$ cat src/hw/rtl/rqv_pkg.sv
// Shared types, widths and constants of the rotated quad vertex generator.
package rqv_pkg;

   localparam int unsigned FRAC_BITS_DEF  = 16;
   localparam int unsigned TRIG_STEPS_DEF = 16;
   localparam int unsigned ATAN_COUNT     = 24;

   // CORDIC datapath: x/y in Q2.30 with headroom, z in 2^-32 turn
   localparam int unsigned XW = 33;
   localparam int unsigned ZW = 34;
   // clamped cosine/sine, Q2.30 in [-1.0, 1.0]
   localparam int unsigned CSW = 32;
   // rotation products and their Q2.30 shift
   localparam int unsigned PW        = 64;
   localparam int unsigned ROT_SHIFT = 30;
   localparam int unsigned RW        = PW - ROT_SHIFT;
   // scaled position plus origin
   localparam int unsigned BW = 33;

   localparam int unsigned CSR_IDX_W  = 3;
   localparam int unsigned CSR_DATA_W = 32;

   localparam logic [CSR_IDX_W-1:0] CSR_CONTENT_SCALE   = 3'd0;
   localparam logic [CSR_IDX_W-1:0] CSR_ORIGIN_X        = 3'd1;
   localparam logic [CSR_IDX_W-1:0] CSR_ORIGIN_Y        = 3'd2;
   localparam logic [CSR_IDX_W-1:0] CSR_INV_VIEW_WIDTH  = 3'd3;
   localparam logic [CSR_IDX_W-1:0] CSR_INV_VIEW_HEIGHT = 3'd4;

   localparam logic [23:0] CONTENT_SCALE_RST = 24'd65536;
   localparam logic [31:0] INV_VIEW_RST      = 32'd4194304;

   localparam logic signed [XW-1:0]  CORDIC_GAIN = 33'sd652032874;
   localparam logic signed [CSW-1:0] UNIT_POS    = 32'sd1073741824;
   localparam logic signed [CSW-1:0] UNIT_NEG    = -32'sd1073741824;

   // arctangent of 2^-i in units of 2^-32 turn
   localparam logic [29:0] ATAN_TABLE [ATAN_COUNT] = '{
      30'h20000000, 30'h12E4051E, 30'h09FB385B, 30'h051111D4, 30'h028B0D43, 30'h0145D7E1,
      30'h00A2F61E, 30'h00517C55, 30'h0028BE53, 30'h00145F2F, 30'h000A2F98, 30'h000517CC,
      30'h00028BE6, 30'h000145F3, 30'h0000A2FA, 30'h0000517D, 30'h000028BE, 30'h0000145F,
      30'h00000A30, 30'h00000518, 30'h0000028C, 30'h00000146, 30'h000000A3, 30'h00000051
   };

   typedef enum logic [1:0] {
      QUAD_0,
      QUAD_90,
      QUAD_180,
      QUAD_270
   } quad_type;

   typedef enum logic [1:0] {
      CORNER_LB,
      CORNER_RB,
      CORNER_RT,
      CORNER_LT
   } corner_type;

   typedef struct packed {
      logic [30:0]        size_x;
      logic [30:0]        size_y;
      logic signed [31:0] pos_x;
      logic signed [31:0] pos_y;
      logic [15:0]        angle;
      logic [2:0]         tex_layer;
      logic [15:0]        tex_left;
      logic [15:0]        tex_top;
      logic [15:0]        tex_right;
      logic [15:0]        tex_bottom;
      logic [31:0]        rgba_color;
   } req_payload_type;

   typedef struct packed {
      logic [1:0]         corner_index;
      logic signed [31:0] vert_x;
      logic signed [31:0] vert_y;
      logic [15:0]        vert_u;
      logic [15:0]        vert_v;
      logic [31:0]        vert_color;
      logic [2:0]         vert_layer;
      logic               last_corner;
   } rsp_payload_type;

   typedef struct packed {
      logic signed [XW-1:0] x;
      logic signed [XW-1:0] y;
      logic signed [ZW-1:0] z;
      quad_type             quad;
   } cordic_state_type;

   // one sprite, ready for corner expansion
   typedef struct packed {
      logic signed [PW-1:0] hc_x;   // half_x * cos
      logic signed [PW-1:0] hs_y;   // half_y * sin
      logic signed [PW-1:0] hs_x;   // half_x * sin
      logic signed [PW-1:0] hc_y;   // half_y * cos
      logic signed [BW-1:0] base_x;
      logic signed [BW-1:0] base_y;
      logic [15:0]          tex_left;
      logic [15:0]          tex_top;
      logic [15:0]          tex_right;
      logic [15:0]          tex_bottom;
      logic [31:0]          rgba_color;
      logic [2:0]           tex_layer;
   } quad_item_type;

endpackage

$ cat src/hw/rtl/rqv_cordic_cell.sv
// One CORDIC rotation cell; carries the request alongside its x/y/z state.
module rqv_cordic_cell #(
   parameter int unsigned STAGE = 0
) (
   input  logic                     clock,
   input  logic                     reset,
   input  logic                     advance,
   input  logic                     in_valid,
   input  rqv_pkg::cordic_state_type in_state,
   input  rqv_pkg::req_payload_type  in_req,
   output logic                     out_valid,
   output rqv_pkg::cordic_state_type out_state,
   output rqv_pkg::req_payload_type  out_req
);
   import rqv_pkg::*;

   localparam logic signed [ZW-1:0] ATAN_STEP = $signed({{(ZW-30){1'b0}}, ATAN_TABLE[STAGE]});

   logic                 valid_ff;
   cordic_state_type     state_ff;
   cordic_state_type     state_in;
   req_payload_type      req_ff;
   logic signed [XW-1:0] x_sh;
   logic signed [XW-1:0] y_sh;

   always_comb begin
      x_sh     = $signed(in_state.x) >>> STAGE;
      y_sh     = $signed(in_state.y) >>> STAGE;
      state_in = in_state;
      // rotate toward zero residual angle
      if (!in_state.z[ZW-1]) begin
         state_in.x = $signed(in_state.x) - y_sh;
         state_in.y = $signed(in_state.y) + x_sh;
         state_in.z = $signed(in_state.z) - ATAN_STEP;
      end else begin
         state_in.x = $signed(in_state.x) + y_sh;
         state_in.y = $signed(in_state.y) - x_sh;
         state_in.z = $signed(in_state.z) + ATAN_STEP;
      end
   end

   always_ff @(posedge clock) begin
      if (reset) begin
         valid_ff <= 1'b0;
      end else if (advance) begin
         valid_ff <= in_valid;
      end
   end

   always_ff @(posedge clock) begin
      if (advance) begin
         state_ff <= state_in;
         req_ff   <= in_req;
      end
   end

   assign out_valid = valid_ff;
   assign out_state = state_ff;
   assign out_req   = req_ff;

endmodule

$ cat config.mk
export PLATFORM = sky130hd
export DESIGN_NAME = rqv_cordic_cell
export DESIGN_NICKNAME = d
export VERILOG_FILES = /design/src/hw/rtl/rqv_pkg.sv /design/src/hw/rtl/rqv_cordic_cell.sv
export SDC_FILE = /design/constraint.sdc
export NUM_CORES = 1
export LEC_CHECK = 0
export ABC_CLOCK_PERIOD_IN_PS = 5700
export CORE_AREA = 2 2 266 268
export CTS_CLUSTER_DIAMETER = 80
export DETAILED_ROUTE_END_ITERATION = 10
export DIE_AREA = 0 0 268 270
export DONT_BUFFER_PORTS = 1
export GPL_ROUTABILITY_DRIVEN = 0
export GPL_TIMING_DRIVEN = 0
export SYNTH_ARGS = -nofsm -noshare
export SYNTH_HDL_FRONTEND = slang
export SYNTH_SLANG_ARGS = --single-unit
$ cat constraint.sdc
create_clock -name clock -period 5.7 [get_ports clock]
set_input_delay 0.57 -clock clock [delete_from_list [all_inputs] [get_ports clock]]
set_output_delay 0.57 -clock clock [all_outputs]
set_load 0.01 [all_outputs]
Yosys cells after proc, flatten, opt, wreduce, memory -nomap -nowiden
Cells that the tools add are included.
- add/sub/neg operators: 5
- mux-type cells: 1
- operators by type and width (operator ; count):
    two-way mux 100 bit ; 1
    subtractor 33 bit ; 2
    adder 34 x 31 -> 34 bit (second input constant) ; 1
    subtractor 34 x 31 -> 34 bit (second input constant) ; 1
    adder 33 bit ; 1
- flip-flop bits (word level): 344

Logic depth before layout (Yosys ltp)
- depth after elaboration: 2
- mapped depth: 13
- mapped depth without buffers: 13

Worst setup path before layout
OpenSTA, ideal clock, no wires.
- path type: input port to flip-flop
- start point: input port in_state[48] (netlist name)
- end point: register state_ff, in the netlist out_state[67] (data pin)
- cell stages on the path: 13
- data arrival time: 2.754 ns
- setup time: 0.262 ns
- data required time: 5.438 ns
- slack: 2.685 ns
- cell sequence: inv_1 -> ha_1 -> buf_6 -> o21a_1 -> o21ai_2 -> nor2b_1 -> nor4_2 -> a31oi_1 -> a221oi_2 -> o21ai_1 -> a2111oi_2 -> a211oi_1 -> xnor2_1
- RTL lines (item ; line ; source):
    from (decl) ; rqv_cordic_cell.sv:9 ; input rqv_pkg::cordic_state_type in_state,
    to (signal assigned) ; rqv_cordic_cell.sv:52 ; state_ff <= state_in;
    to (decl) ; rqv_cordic_cell.sv:20 ; cordic_state_type state_ff;

==> results list <==
- Max-Slew Margin vs Limit: 0.191
* Most instantiated flip-flop cell in the synthesis netlist: sky130_fd_sc_hd__edfxtp_1
- Clock tree synthesis selected as its root buffer the cell sky130_fd_sc_hd__clkbuf_16.
- Clk buf depth: 3
* Summed negative setup slack over all endpoints: 0 ps
- Cell area power density: 384 mW/mm^2
* Detailed-route via count: 11100
* Sequential share of the synthesized area: 0.643
* Post-synth EDFFs: 342
* Result of the run: finished clean
* Layout Nets: 1693
* Actual transition at the worst max-transition pin: 1210 ps
* Total global routing overflow: 0
- The netlist uses 83 different library cells.
- Clock skew on the completed layout was measured at 0 ps.
* Endpoints failing hold: 0
- Post-CTS timing repair inserted 0 buffers for setup.
- Maximum ir drop on the vdd rail: 227 uV
- In the layout the commonest cells are sky130_fd_sc_hd__edfxtp_1, sky130_fd_sc_hd__ha_1, sky130_fd_sc_hd__inv_1.
- Buffers inserted to repair hold after CTS numbered 0.
* Placement-stage cell area: 0.0172 mm^2
- Leakage power of the design: 6.88 nW
- Leaving out fill and tap cells, the most frequent cell in the layout is sky130_fd_sc_hd__edfxtp_1.
- Number of port buffers: 0
- Largest cells by area after synthesis: sky130_fd_sc_hd__edfxtp_1, sky130_fd_sc_hd__ha_1, sky130_fd_sc_hd__xnor2_1
* Htree depth: 2
- Max-cap violations in this run came to 0.
- Maximum number of pins on one net before global-route repair: 344
- The worst setup path is of the in2reg kind.
- Along the worst path, the maximum fanout reaches 5.
- For this configuration, the core starts out at a cell density of 0.230.
- Synthesized area: 0.0160 mm^2
* Yosys warning count: 0
* Avg Synthesized Cell Area: 13.4 um^2
- Fraction of registers with async set or reset after synthesis: 0
* Post-route cell area: 0.0188 mm^2
* Post-detailed-placement half-perimeter wirelength: 60600 um
- The first detailed-routing pass took 6 iterations.
- Area fraction of the dominant cell type after synthesis: 0.642
- After clock tree synthesis, the clock-pin slew on the worst setup and hold paths is 60 ps.
- Routed len/inst: 34.1 um
- Sink Count: 343
- Post-CTS resize count: 0
- The die covers 0.0724 mm^2.
- Data required time of the critical path: 6030 ps
- The count of nets left with antenna violations once routing finished came out at 0.
- The initialized floorplan defines 97 standard-cell rows.
- Final critical-path required period: 3560 ps
- The number of slew-limit violations in the final report was 0.
- After technology mapping, the gate count stands at 1198.
- Vias in the first global route: 10500
- Overall routed net length: 76100 um
- For this block, the initial DRC count from the detailed router was 1247.
* Net count after synthesis: 1648
- In this run the worst hold path is classified as in2reg.
* Die height: 270 um
- Clock latency on the worst-skew pair, taken at its later pin, is 570 ps.
- Area of the core region: 0.0695 mm^2
* Drc violations: 0
- Startpoint kind of the worst setup timing path: input pin
- I/O pin cnt: 691
- In the final layout, the share of cells above drive strength 1 is 0.0939.
- Seq cells post-synth: 343
- Highest achievable clock rate: 281 MHz
- STA classifies the critical path endpoint as a register.
- Setup violations remaining at the end of the flow were counted as 0.
- The floorplan step set the die width to 268 um.
* Synthesis-to-finish area growth: 17.5%
- After detailed routing, the number of vias per cell comes to 4.97.
- RSZ-0062 raised after global routing: no
- The largest total area in the synthesized netlist belongs to sky130_fd_sc_hd__edfxtp_1.
* Overall Global Routing Usage: 0.199
- Arr. time, crit path: 3900 ps
- The first global-routing pass estimated 97500 um of wire.
- TritonCTS clock tree: built
- TritonCTS buffer count: 43
* Number of antenna violations at the first check in global routing: 64
- Period Utilization, post-route: 0.625
## stage by stage
| step | std cells | setup WS, ps | total power [mW] | utilization | hold WS, ps |
|---|---|---|---|---|---|
| floorplan | 1198 | 2680 | 3.83 | - | 528 |
| global placement | 2138 | 1600 | 4.19 | 0.247 | 553 |
| detailed placement | 2138 | 1590 | 4.18 | 0.247 | 571 |
| CTS | 2218 | 2150 | 7.31 | 0.270 | 27.5 |
| global route | 2220 | 1850 | 7.47 | 0.270 | 32.1 |
| finish | 2232 | 2140 | 7.22 | 0.270 | 68.0 |
## sequential cells by signal, summed over array words and instances, names as in the netlist
| register | count |
|---|---|
| out_state | 101 |
| out_valid | 1 |
| out_req | 241 |
## cell type report
type	instances	area, um^2
clock inverter	35	500
inverter	107	402
tap	940	1180
sequential	343	10300
buffer	40	203
clock buffer	45	1080
antenna	14	35.0
fill	7100	50800
multi-input combinational	708	5100
## where the power goes
group          switching [mW]  leakage (nW)  total, mW  internal (mW)
Clock                    1.19         0.770       3.07           1.87
Sequential              0.330          3.36       3.42           3.09
Combinational           0.470          2.76      0.727          0.257
Total                    1.99          6.88       7.22           5.22
## critical path, cell delays in order
cell	delay, ps
sky130_fd_sc_hd__inv_1	40
sky130_fd_sc_hd__ha_1	180
sky130_fd_sc_hd__fa_1	210
sky130_fd_sc_hd__inv_1	40
sky130_fd_sc_hd__a21oi_1	280
sky130_fd_sc_hd__o221ai_1	270
sky130_fd_sc_hd__a221oi_2	620
sky130_fd_sc_hd__o41ai_1	280
sky130_fd_sc_hd__a31oi_1	290
sky130_fd_sc_hd__o21ai_0	210
sky130_fd_sc_hd__a2111oi_0	400
sky130_fd_sc_hd__a211oi_1	110
sky130_fd_sc_hd__xnor2_1	400
## Yosys cell counts, drive strengths merged, types with 12 or more instances
| master | count |
|---|---|
| edfxtp | 342 |
| inv | 102 |
| ha | 99 |
| a21oi | 96 |
| nor2 | 92 |
| o21ai | 71 |
| xnor2 | 59 |
| nand2 | 44 |
| buf | 23 |
| a21o | 21 |
| o21bai | 18 |
| clkbuf | 17 |
| mux2i | 17 |
| nand3 | 14 |
| a31oi | 13 |
| nor3 | 12 |
## kinds of logic after synthesis
logic type / share of synthesized area
buf+inv: 0.0378
xor+xnor: 0.0356
flops: 0.643
mux: 0.0106
simple gates: 0.0666
compound gates: 0.124
fa+ha+maj: 0.0824
## worst paths after layout
| kind | slack [ps] | start | to | depth (start not counted) |
|---|---|---|---|---|
| max | 2140 | in_state[69] | out_state[101]$_DFFE_PP_ | 13 |
| min | 70 | reset | out_valid$_SDFFE_PP0P_ | 1 |
| max reg2reg | 5030 | out_valid$_SDFFE_PP0P_ | out_valid$_SDFFE_PP0P_ | 2 |
| min reg2reg | 590 | out_valid$_SDFFE_PP0P_ | out_valid$_SDFFE_PP0P_ | 2 |
## layer usage
layer | share of wire | GRT usage | vias to the layer above
li1 | - | - | 4498
met1 | 0.37 | 0.227 | 5481
met2 | 0.46 | 0.324 | 876
met3 | 0.13 | 0.0984 | 193
met4 | 0.040 | 0.0669 | 36
met5 | 0.0032 | 0 | -
(Power assumes the default switching activity.)
